--- src/sv/tscr_pkg.sv ---
// ----------------------------------------------------------------------------
// Three-shunt current reconstruction package
// Shared types, constants and a sat16 helper for the current reconstruction
// block: payload structs, controller states and datapath command/status.
// ----------------------------------------------------------------------------
package tscr_pkg;

    localparam int ADC_BITS_DEF    = 12;
    localparam int CAL_SAMPLES_DEF = 100;
    localparam int RAW_W           = 12;
    localparam int CFG_IDX_W       = 4;
    localparam int SAT_IN_W        = 48;

    localparam logic [CFG_IDX_W-1:0] CFG_SKIP_THR = 4'd0;
    localparam logic [CFG_IDX_W-1:0] CFG_GAIN     = 4'd1;

    localparam logic [15:0] SKIP_THR_RST = 16'd62259;
    localparam logic [15:0] GAIN_RST     = 16'd4096;

    localparam logic signed [16:0] ONE_THIRD_Q16     = 17'sd21845;
    localparam logic signed [16:0] INV_SQRT3_Q15     = 17'sd18919;
    localparam logic signed [16:0] TWO_INV_SQRT3_Q15 = 17'sd37837;

    localparam logic [2:0] SEC_1 = 3'd1;
    localparam logic [2:0] SEC_2 = 3'd2;
    localparam logic [2:0] SEC_3 = 3'd3;
    localparam logic [2:0] SEC_4 = 3'd4;
    localparam logic [2:0] SEC_5 = 3'd5;
    localparam logic [2:0] SEC_6 = 3'd6;

    typedef enum logic [1:0] {
        KIND_CUR      = 2'd0,
        KIND_CAL      = 2'd1,
        KIND_CAL_DONE = 2'd2
    } t_kind;

    typedef enum logic [3:0] {
        ST_IDLE,
        ST_CAL_ACC,
        ST_DIV,
        ST_MUL_A,
        ST_MUL_B,
        ST_MUL_C,
        ST_CONV_C,
        ST_ADJ,
        ST_MEAN,
        ST_BETA_A,
        ST_BETA_B,
        ST_BETA_SUM,
        ST_OUT_CUR,
        ST_OUT_CAL,
        ST_OUT_DONE
    } t_state;

    typedef enum logic [2:0] {
        MUL_PH_A,
        MUL_PH_B,
        MUL_PH_C,
        MUL_MID,
        MUL_BETA_A,
        MUL_BETA_B
    } t_mul_sel;

    typedef struct packed {
        logic              op;
        logic [RAW_W-1:0]  raw_a;
        logic [RAW_W-1:0]  raw_b;
        logic [RAW_W-1:0]  raw_c;
        logic [15:0]       duty_a;
        logic [15:0]       duty_b;
        logic [15:0]       duty_c;
        logic [2:0]        sector;
    } t_in_item;

    typedef struct packed {
        t_kind              kind;
        logic signed [15:0] current_a;
        logic signed [15:0] current_b;
        logic signed [15:0] current_c;
        logic signed [15:0] alpha;
        logic signed [15:0] beta;
    } t_out_item;

    typedef struct packed {
        logic     capture;
        logic     cal_acc;
        logic     div_step;
        logic     mul_en;
        t_mul_sel mul_sel;
        logic     ld_a;
        logic     ld_b;
        logic     ld_c;
        logic     adj;
        logic     mean_fix;
        logic     beta_acc;
        logic     beta_fin;
        logic     off_load;
        logic     out_load;
        t_kind    out_kind;
    } t_dp_cmd;

    typedef struct packed {
        logic in_op;
        logic cal_last;
        logic skip;
    } t_dp_stat;

    function automatic logic signed [15:0] sat16(input logic signed [SAT_IN_W-1:0] v);
        logic signed [15:0] r;
        if (v > SAT_IN_W'(32767)) begin
            r = 16'sh7FFF;
        end else if (v < -SAT_IN_W'(32768)) begin
            r = 16'sh8000;
        end else begin
            r = v[15:0];
        end
        return r;
    endfunction

endpackage

--- src/sv/three_shunt_current_reconstruct.sv ---
// ----------------------------------------------------------------------------
// Three-shunt phase current reconstruction
// Usage: an input transaction carries three shunt samples, three PWM duties
// and the voltage sector, or a zero-current calibration sample. Each accepted
// transaction yields exactly one output transaction with the abc currents and
// Clarke alpha/beta, or a calibration status. Both channels use valid/stall.
// The configuration channel (valid/ready, always ready) writes the skip
// threshold at index 0 and the current gain at index 1; other indexes are
// ignored. Write it only while the block is idle.
// A conversion steps through the phase multiplies, adjust, mean removal (skipped
// when a duty exceeds the skip threshold), Clarke beta and output states,
// sequenced through one shared 19 by 17-bit multiplier.
// A calibration sample passes through accumulate and output states; the last
// of a run adds a state for the offset division, a multiplication by a
// constant reciprocal. A new input transaction is taken in the cycle after the
// previous result is loaded into the output register.
// When the receiver stalls, the result waits in the output register and the
// next item is processed up to its own result, then waits too.
// Reset restores the settings, offsets to mid scale and clears calibration.
// ----------------------------------------------------------------------------
module three_shunt_current_reconstruct
    import tscr_pkg::*;
#(
    parameter int ADC_BITS    = ADC_BITS_DEF,
    parameter int CAL_SAMPLES = CAL_SAMPLES_DEF
) (
    input  logic                 i_clk,
    input  logic                 i_rst_n,
    input  logic                 i_in_valid,
    input  t_in_item             i_in_data,
    output logic                 o_in_stall,
    output logic                 o_out_valid,
    output t_out_item            o_out_data,
    input  logic                 i_out_stall,
    input  logic                 i_cfg_valid,
    output logic                 o_cfg_ready,
    input  logic [CFG_IDX_W-1:0] i_cfg_index,
    input  logic [15:0]          i_cfg_data
);

    logic [15:0] r_skip_thr;
    logic [15:0] r_gain;
    t_dp_cmd     dp_cmd;
    t_dp_stat    dp_stat;

    assign o_cfg_ready = 1'b1;

    always_ff @(posedge i_clk) begin
        if (!i_rst_n) begin
            r_skip_thr <= SKIP_THR_RST;
            r_gain     <= GAIN_RST;
        end else if (i_cfg_valid && o_cfg_ready) begin
            unique case (i_cfg_index)
                CFG_SKIP_THR: r_skip_thr <= i_cfg_data;
                CFG_GAIN:     r_gain     <= i_cfg_data;
                default: ;
            endcase
        end
    end

    tscr_ctrl u_ctrl (
        .i_clk       (i_clk),
        .i_rst_n     (i_rst_n),
        .i_in_valid  (i_in_valid),
        .o_in_stall  (o_in_stall),
        .i_out_stall (i_out_stall),
        .o_out_valid (o_out_valid),
        .i_stat      (dp_stat),
        .o_cmd       (dp_cmd)
    );

    tscr_dp #(
        .ADC_BITS    (ADC_BITS),
        .CAL_SAMPLES (CAL_SAMPLES)
    ) u_dp (
        .i_clk      (i_clk),
        .i_rst_n    (i_rst_n),
        .i_in_data  (i_in_data),
        .i_skip_thr (r_skip_thr),
        .i_gain     (r_gain),
        .i_cmd      (dp_cmd),
        .o_stat     (dp_stat),
        .o_out_data (o_out_data)
    );

endmodule

--- src/sv/tscr_dp.sv ---
// ----------------------------------------------------------------------------
// Current reconstruction datapath
// Input capture, shared multiplier, phase conversion, rebuild or mean removal,
// Clarke beta, calibration accumulators with a reciprocal offset divider.
// ----------------------------------------------------------------------------
module tscr_dp
    import tscr_pkg::*;
#(
    parameter int ADC_BITS    = ADC_BITS_DEF,
    parameter int CAL_SAMPLES = CAL_SAMPLES_DEF
) (
    input  logic        i_clk,
    input  logic        i_rst_n,
    input  t_in_item    i_in_data,
    input  logic [15:0] i_skip_thr,
    input  logic [15:0] i_gain,
    input  t_dp_cmd     i_cmd,
    output t_dp_stat    o_stat,
    output t_out_item   o_out_data
);

    localparam int EFF_W = (ADC_BITS < RAW_W) ? ADC_BITS : RAW_W;
    localparam int CNT_W = $clog2(CAL_SAMPLES + 1);
    localparam int SUM_W = EFF_W + CNT_W;
    localparam int XW    = ((ADC_BITS + 2 > 18) ? ADC_BITS + 2 : 18) + 1;
    localparam int PW    = XW + 17;
    localparam logic [ADC_BITS-1:0] OFF_RST = ADC_BITS'(2048);
    localparam int     DIV_SH = SUM_W + CNT_W;
    localparam longint DIV_M  = ((longint'(1) << DIV_SH) + longint'(CAL_SAMPLES) - 1) /
                                longint'(CAL_SAMPLES);
    localparam int     DM_W   = $clog2(DIV_M + 1);
    localparam int     DP_W   = SUM_W + DM_W;
    localparam logic [DM_W-1:0] DIV_MUL = DM_W'(DIV_M);

    t_in_item                 r_in;
    t_out_item                r_out;
    logic [EFF_W-1:0]         raw_e [3];
    logic [ADC_BITS-1:0]      r_off [3];
    logic [SUM_W-1:0]         r_sum [3];
    logic [SUM_W-1:0]         n_sum [3];
    logic [SUM_W-1:0]         r_quo [3];
    logic [SUM_W-1:0]         n_quo [3];
    logic [DP_W-1:0]          dv_p  [3];
    logic [CNT_W-1:0]         r_cnt;
    logic signed [XW-1:0]     ph_d  [3];
    logic signed [XW-1:0]     mul_x;
    logic signed [16:0]       mul_y;
    logic signed [PW-1:0]     r_prod;
    logic signed [PW-1:0]     r_acc;
    logic signed [15:0]       r_a;
    logic signed [15:0]       r_b;
    logic signed [15:0]       r_c;
    logic signed [15:0]       r_beta;
    logic signed [PW:0]       cv_sum;
    logic signed [PW:0]       cv_q;
    logic signed [15:0]       cv_cur;
    logic signed [17:0]       mn_s;
    logic signed [PW:0]       mn_sum;
    logic signed [PW:0]       mn_mid;
    logic signed [PW:0]       bt_sum;
    logic signed [PW:0]       bt_q;
    logic signed [15:0]       rb_a;
    logic signed [15:0]       rb_b;
    logic signed [15:0]       rb_c;
    logic                     skip;
    logic                     cal_last;

    always_comb begin
        raw_e[0] = r_in.raw_a[EFF_W-1:0];
        raw_e[1] = r_in.raw_b[EFF_W-1:0];
        raw_e[2] = r_in.raw_c[EFF_W-1:0];
        for (int i = 0; i < 3; i++) begin
            ph_d[i]  = $signed(XW'(raw_e[i])) - $signed(XW'(r_off[i]));
            n_sum[i] = r_sum[i] + SUM_W'(raw_e[i]);
            dv_p[i]  = DP_W'(r_quo[i]) * DP_W'(DIV_MUL);
            n_quo[i] = SUM_W'(dv_p[i] >> DIV_SH);
        end
    end

    assign cal_last = (r_cnt == CNT_W'(CAL_SAMPLES - 1));
    assign skip     = (r_in.duty_a > i_skip_thr) || (r_in.duty_b > i_skip_thr) ||
                      (r_in.duty_c > i_skip_thr);
    assign mn_s     = 18'(r_a) + 18'(r_b) + 18'(r_c);

    always_comb begin
        unique case (i_cmd.mul_sel)
            MUL_PH_A: begin
                mul_x = ph_d[0];
                mul_y = $signed({1'b0, i_gain});
            end
            MUL_PH_B: begin
                mul_x = ph_d[1];
                mul_y = $signed({1'b0, i_gain});
            end
            MUL_PH_C: begin
                mul_x = ph_d[2];
                mul_y = $signed({1'b0, i_gain});
            end
            MUL_MID: begin
                mul_x = XW'(mn_s);
                mul_y = ONE_THIRD_Q16;
            end
            MUL_BETA_A: begin
                mul_x = XW'(r_a);
                mul_y = INV_SQRT3_Q15;
            end
            MUL_BETA_B: begin
                mul_x = XW'(r_b);
                mul_y = TWO_INV_SQRT3_Q15;
            end
            default: begin
                mul_x = '0;
                mul_y = '0;
            end
        endcase
    end

    assign cv_sum = (PW + 1)'(r_prod) + (PW + 1)'(2048);
    assign cv_q   = cv_sum >>> 12;
    assign cv_cur = sat16(SAT_IN_W'(cv_q));

    assign mn_sum = (PW + 1)'(r_prod) + (PW + 1)'(32768);
    assign mn_mid = mn_sum >>> 16;

    assign bt_sum = (PW + 1)'(r_acc) + (PW + 1)'(r_prod) + (PW + 1)'(16384);
    assign bt_q   = bt_sum >>> 15;

    assign rb_a = sat16(-SAT_IN_W'(r_b) - SAT_IN_W'(r_c));
    assign rb_b = sat16(-SAT_IN_W'(r_a) - SAT_IN_W'(r_c));
    assign rb_c = sat16(-SAT_IN_W'(r_a) - SAT_IN_W'(r_b));

    always_ff @(posedge i_clk) begin
        if (!i_rst_n) begin
            for (int i = 0; i < 3; i++) begin
                r_off[i] <= OFF_RST;
                r_sum[i] <= '0;
            end
            r_cnt <= '0;
        end else begin
            if (i_cmd.cal_acc) begin
                if (cal_last) begin
                    for (int i = 0; i < 3; i++) begin
                        r_sum[i] <= '0;
                    end
                    r_cnt <= '0;
                end else begin
                    for (int i = 0; i < 3; i++) begin
                        r_sum[i] <= n_sum[i];
                    end
                    r_cnt <= r_cnt + 1'b1;
                end
            end
            if (i_cmd.off_load) begin
                for (int i = 0; i < 3; i++) begin
                    r_off[i] <= ADC_BITS'(r_quo[i]);
                end
            end
        end
    end

    always_ff @(posedge i_clk) begin
        if (i_cmd.capture) begin
            r_in <= i_in_data;
        end
        if (i_cmd.cal_acc && cal_last) begin
            for (int i = 0; i < 3; i++) begin
                r_quo[i] <= n_sum[i];
            end
        end else if (i_cmd.div_step) begin
            for (int i = 0; i < 3; i++) begin
                r_quo[i] <= n_quo[i];
            end
        end
        if (i_cmd.mul_en) begin
            r_prod <= PW'(mul_x) * PW'(mul_y);
        end
        if (i_cmd.beta_acc) begin
            r_acc <= r_prod;
        end
        if (i_cmd.ld_a) begin
            r_a <= cv_cur;
        end
        if (i_cmd.ld_b) begin
            r_b <= cv_cur;
        end
        if (i_cmd.ld_c) begin
            r_c <= cv_cur;
        end
        if (i_cmd.adj && skip) begin
            case (r_in.sector) inside
                SEC_1, SEC_6: r_a <= rb_a;
                SEC_2, SEC_3: r_b <= rb_b;
                SEC_4, SEC_5: r_c <= rb_c;
                default: ;
            endcase
        end
        if (i_cmd.mean_fix) begin
            r_a <= sat16(SAT_IN_W'(r_a) - SAT_IN_W'(mn_mid));
            r_b <= sat16(SAT_IN_W'(r_b) - SAT_IN_W'(mn_mid));
            r_c <= sat16(SAT_IN_W'(r_c) - SAT_IN_W'(mn_mid));
        end
        if (i_cmd.beta_fin) begin
            r_beta <= sat16(SAT_IN_W'(bt_q));
        end
        if (i_cmd.out_load) begin
            r_out.kind <= i_cmd.out_kind;
            if (i_cmd.out_kind == KIND_CUR) begin
                r_out.current_a <= r_a;
                r_out.current_b <= r_b;
                r_out.current_c <= r_c;
                r_out.alpha     <= r_a;
                r_out.beta      <= r_beta;
            end else begin
                r_out.current_a <= '0;
                r_out.current_b <= '0;
                r_out.current_c <= '0;
                r_out.alpha     <= '0;
                r_out.beta      <= '0;
            end
        end
    end

    assign o_stat.in_op    = i_in_data.op;
    assign o_stat.cal_last = cal_last;
    assign o_stat.skip     = skip;
    assign o_out_data      = r_out;

endmodule

--- src/sv/tscr_ctrl.sv ---
// ----------------------------------------------------------------------------
// Current reconstruction controller
// Sequences one transaction at a time through the datapath and owns the
// output valid flag.
// ----------------------------------------------------------------------------
module tscr_ctrl
    import tscr_pkg::*;
(
    input  logic     i_clk,
    input  logic     i_rst_n,
    input  logic     i_in_valid,
    output logic     o_in_stall,
    input  logic     i_out_stall,
    output logic     o_out_valid,
    input  t_dp_stat i_stat,
    output t_dp_cmd  o_cmd
);

    t_state          r_state;
    t_state          n_state;
    logic            r_out_valid;
    logic            n_out_valid;
    logic            out_go;

    assign out_go = !r_out_valid || !i_out_stall;

    always_ff @(posedge i_clk) begin
        if (!i_rst_n) begin
            r_state     <= ST_IDLE;
            r_out_valid <= 1'b0;
        end else begin
            r_state     <= n_state;
            r_out_valid <= n_out_valid;
        end
    end

    always_comb begin
        n_state        = r_state;
        o_cmd          = '0;
        o_cmd.mul_sel  = MUL_PH_A;
        o_cmd.out_kind = KIND_CUR;
        unique case (r_state)
            ST_IDLE: begin
                if (i_in_valid) begin
                    o_cmd.capture = 1'b1;
                    n_state       = i_stat.in_op ? ST_CAL_ACC : ST_MUL_A;
                end
            end
            ST_CAL_ACC: begin
                o_cmd.cal_acc = 1'b1;
                if (i_stat.cal_last) begin
                    n_state = ST_DIV;
                end else begin
                    n_state = ST_OUT_CAL;
                end
            end
            ST_DIV: begin
                o_cmd.div_step = 1'b1;
                n_state        = ST_OUT_DONE;
            end
            ST_MUL_A: begin
                o_cmd.mul_en  = 1'b1;
                o_cmd.mul_sel = MUL_PH_A;
                n_state       = ST_MUL_B;
            end
            ST_MUL_B: begin
                o_cmd.mul_en  = 1'b1;
                o_cmd.mul_sel = MUL_PH_B;
                o_cmd.ld_a    = 1'b1;
                n_state       = ST_MUL_C;
            end
            ST_MUL_C: begin
                o_cmd.mul_en  = 1'b1;
                o_cmd.mul_sel = MUL_PH_C;
                o_cmd.ld_b    = 1'b1;
                n_state       = ST_CONV_C;
            end
            ST_CONV_C: begin
                o_cmd.ld_c = 1'b1;
                n_state    = ST_ADJ;
            end
            ST_ADJ: begin
                o_cmd.adj = 1'b1;
                if (i_stat.skip) begin
                    n_state = ST_BETA_A;
                end else begin
                    o_cmd.mul_en  = 1'b1;
                    o_cmd.mul_sel = MUL_MID;
                    n_state       = ST_MEAN;
                end
            end
            ST_MEAN: begin
                o_cmd.mean_fix = 1'b1;
                n_state        = ST_BETA_A;
            end
            ST_BETA_A: begin
                o_cmd.mul_en  = 1'b1;
                o_cmd.mul_sel = MUL_BETA_A;
                n_state       = ST_BETA_B;
            end
            ST_BETA_B: begin
                o_cmd.mul_en   = 1'b1;
                o_cmd.mul_sel  = MUL_BETA_B;
                o_cmd.beta_acc = 1'b1;
                n_state        = ST_BETA_SUM;
            end
            ST_BETA_SUM: begin
                o_cmd.beta_fin = 1'b1;
                n_state        = ST_OUT_CUR;
            end
            ST_OUT_CUR: begin
                o_cmd.out_kind = KIND_CUR;
                if (out_go) begin
                    o_cmd.out_load = 1'b1;
                    n_state        = ST_IDLE;
                end
            end
            ST_OUT_CAL: begin
                o_cmd.out_kind = KIND_CAL;
                if (out_go) begin
                    o_cmd.out_load = 1'b1;
                    n_state        = ST_IDLE;
                end
            end
            ST_OUT_DONE: begin
                o_cmd.out_kind = KIND_CAL_DONE;
                o_cmd.off_load = 1'b1;
                if (out_go) begin
                    o_cmd.out_load = 1'b1;
                    n_state        = ST_IDLE;
                end
            end
            default: begin
                n_state = ST_IDLE;
            end
        endcase
    end

    always_comb begin
        if (o_cmd.out_load) begin
            n_out_valid = 1'b1;
        end else if (!i_out_stall) begin
            n_out_valid = 1'b0;
        end else begin
            n_out_valid = r_out_valid;
        end
    end

    assign o_in_stall  = (r_state != ST_IDLE);
    assign o_out_valid = r_out_valid;

endmodule

--- config.mk ---
export PLATFORM = sky130hd
export DESIGN_NAME = three_shunt_current_reconstruct
export DESIGN_NICKNAME = d
export VERILOG_FILES = /design/src/sv/tscr_pkg.sv /design/src/sv/three_shunt_current_reconstruct.sv /design/src/sv/tscr_dp.sv /design/src/sv/tscr_ctrl.sv
export SDC_FILE = /design/constraint.sdc
export NUM_CORES = 2
export LEC_CHECK = 0
export BUFFER_PORTS_ARGS = -buffer_cell sky130_fd_sc_hd__buf_4
export CORE_MARGIN = 2
export CORE_UTILIZATION = 54
export CTS_CLUSTER_SIZE = 40
export DETAILED_ROUTE_END_ITERATION = 7
export PLACE_DENSITY = 0.76
export SETUP_SLACK_MARGIN = 0.4
export SKIP_LAST_GASP = 1
export SYNTH_ARGS = -nofsm -noshare
export SYNTH_HDL_FRONTEND = slang
export SYNTH_HIERARCHICAL = 1
export SYNTH_SLANG_ARGS = --single-unit
--- constraint.sdc ---
create_clock -name i_clk -period 13.57 [get_ports i_clk]
set_input_delay 2.714 -clock i_clk [delete_from_list [all_inputs] [get_ports i_clk]]
set_output_delay 2.714 -clock i_clk [all_outputs]
set_load 0.05 [all_outputs]
==> impl_metrics.toml <==
[final_layout]
fill_cells = 10416
most-common-layout-cells = "1163 x inv_1, 960 x ha_1, 695 x fa_1"
postLayoutCoreUtil_pct = 58.7
nets = 8887
final_common_cell = "inv_1"
fin_area_um2 = 70600
seq_area_um2 = 13600
drive_gt1_share_pct = 6.21
multiInputGateArea_um2 = 46700
syn_to_final_growth_pct = 7.80

[job]
drv_cap = 0

[route]
routed_wirelength_um = 195000
initialDrtViolationCount = 4845
vias = 52482
drc = 0
drt_first_pass_iters = 6
wl_per_cell_um = 22.2
ant_nets = 0
vias_per_cell = 5.97

[clock_tree]
cts-hold-fix-buffers = 0
post_cts_resized = 0
cts_sinks = 483
clockBufferDepth = 3
cts_tree = "yes"
clockRootBuffer = "clkbuf_16"
cts_setup_buffers = 0
clk_latency_ps = 670
cts_inserted_buffers = 56
htree_levels = 2
clk_pin_slew_ps = 60

[sta]
hold_viol = 0
worst_slew_pin_slew_ps = 1350
fmax_ghz = 0.0841
relSlewSlack_pct = 9.78
setup_tns_ps = 0
min_period_ps = 11880
rsz0062_at_grt = "false"
timing.final.crit_share_pct = 87.6
finalSetupViolations = 0
fin_ws_ps = 1690
skew_ps = 48.4
drv_slew = 0

[global_routing]
grtUsageTotal_pct = 31.2
grt_overflow = 0
antenna_found_initial = 18
grt_max_degree = 79
grt_pass1_vias = 53068
grt_pass1_wl_um = 302000

[setup_path]
cp_slowest_cell = "fa_1"
crit_path_start_kind = "flip-flop"
cp-end-kind = "flip-flop"
crit_fanout = 27
required_ps = 13960
crit_type = "flip-flop to flip-flop"
worstPathArrival_ps = 12280
critPathMaxStageDelay_ps = 760
crit_top_cell = "fa_1"

[yosys]
yosysTopAreaCell = "fa_1"
syn_area_per_cell_um2 = 9.32
synth-warning-count = 6
async_flop_share_pct = 0
synth.cell_area_um2 = 65400
synth_edf_count = 391
synth_area_leaders = "fa_1 21%, ha_1 18%, edfxtp_1 18%"
synth-main-ff-cell = "edfxtp_1"
synthCells = 7022
synthDistinctLibCells = 96
ys_ff_latch = 483
post-synth-top-area-fraction_pct = 21.3
ys_seq_area_share_pct = 20.8
syn_nets = 8790

[hold_path]
worstHoldPathType = "flip-flop to flip-flop"

[die]
core_um2 = 120000
dieArea_um2 = 124000
die_height_um = 352
row_count = 127
pin_count = 198
die_x_um = 352
initial_core_util_pct = 54.5

[status]
status = "complete, no violations"

[placed_design]
place_area_um2 = 68600
port-buffer-count = 196
gp_congestion = 1.01
dp_hpwl_um = 160000
post-place-ws_ps = 1880
flip-flops by register name (all words and copies together), names as in the netlist, 7 cells and up:
name             cells
r_gain              16
r_skip_thr          16
u_dp/o_out_data     66
u_dp/r_a            16
u_dp/r_acc          36
u_dp/r_b            16
u_dp/r_beta         16
u_dp/r_c            16
u_dp/r_cnt           7
u_dp/r_in           87
u_dp/r_off          36
u_dp/r_prod         36
u_dp/r_quo          57
u_dp/r_sum          57
logic make-up after synthesis:
family | Yosys count | share of synthesized area [%]
and+or+nand+nor | 1740 | 12.7
adders and majority gates | 1656 | 39.6
buffers and inverters | 1385 | 8.16
AOI/OAI and AO/OA | 1334 | 13.0
DFF | 483 | 20.8
xor gates and xnor gates | 368 | 4.92
muxes | 55 | 0.855
other | 1 | 0.00573
critical path, delay by kind of cell (launching register included):
family                     cells  cell delay (ps)
xor gates and xnor gates       1               90
buffers and inverters          5              770
AOI/OAI and AO/OA             14             3200
adders and majority gates      8             4210
and+or+nand+nor               12             3010
DFF                            1              320
routing by layer:
metal  GRT usage, %  part of all wire (%)
met1           40.7                    40
met2           51.0                    46
met3           5.34                   8.7
met4           13.7                   5.1
met5              0                 0.036
metrics by stage:
stage / hold WS [ps] / instances
after floorplan: 427 / 7022
after global routing: 471 / 8783
after detailed placement: 444 / 8673
after global placement: 440 / 8673
after CTS: 458 / 8778
final: 457 / 8784
cells in the mapped netlist (all sizes together) (12+ instances only):
master,number
nor2,481
o22ai,14
a222oi,13
a221oi,13
nor4,26
o21a,53
and2,73
and4,20
inv,1163
nor3,121
or4,15
o31ai,22
a211oi,41
o21bai,34
o211ai,51
a21boi,26
mux2i,48
dfxtp,92
xnor2,232
o31a,12
o221ai,17
a21oi,400
buf,52
fa,695
and3,54
a211o,21
clkbuf,170
nand4,77
nand2,516
a31oi,50
a22oi,19
edfxtp,391
nand2b,54
nor2b,67
or2,29
xor2,136
nand3b,16
or3,36
a21o,127
nand3,112
o21ai,322
ha,960
worst paths after layout:
check	slack (ps)	to	start	cells past startpoint
max	1690	u_dp/r_prod[34]	r_skip_thr[14]	40
min	460	u_dp/r_acc[3]	u_dp/r_prod[3]	0
max reg2reg	1690	u_dp/r_prod[34]	r_skip_thr[14]	40
min reg2reg	460	u_dp/r_acc[3]	u_dp/r_prod[3]	0
final cells by class:
class / instances / area share (%)
Inverter: 1163 / 6.19
Clock inverter: 43 / 0.759
Sequential cell: 483 / 19.3
Tap cell: 1612 / 2.86
Antenna cell: 6 / 0.0213
Multi-Input combinational cell: 5154 / 66.1
Timing Repair Buffer: 261 / 2.78
Clock buffer: 62 / 2.02
Power is left out: the tool's default activity adds up to more than one toggle a clock period on the data nets, which glitch-free logic cannot reach.
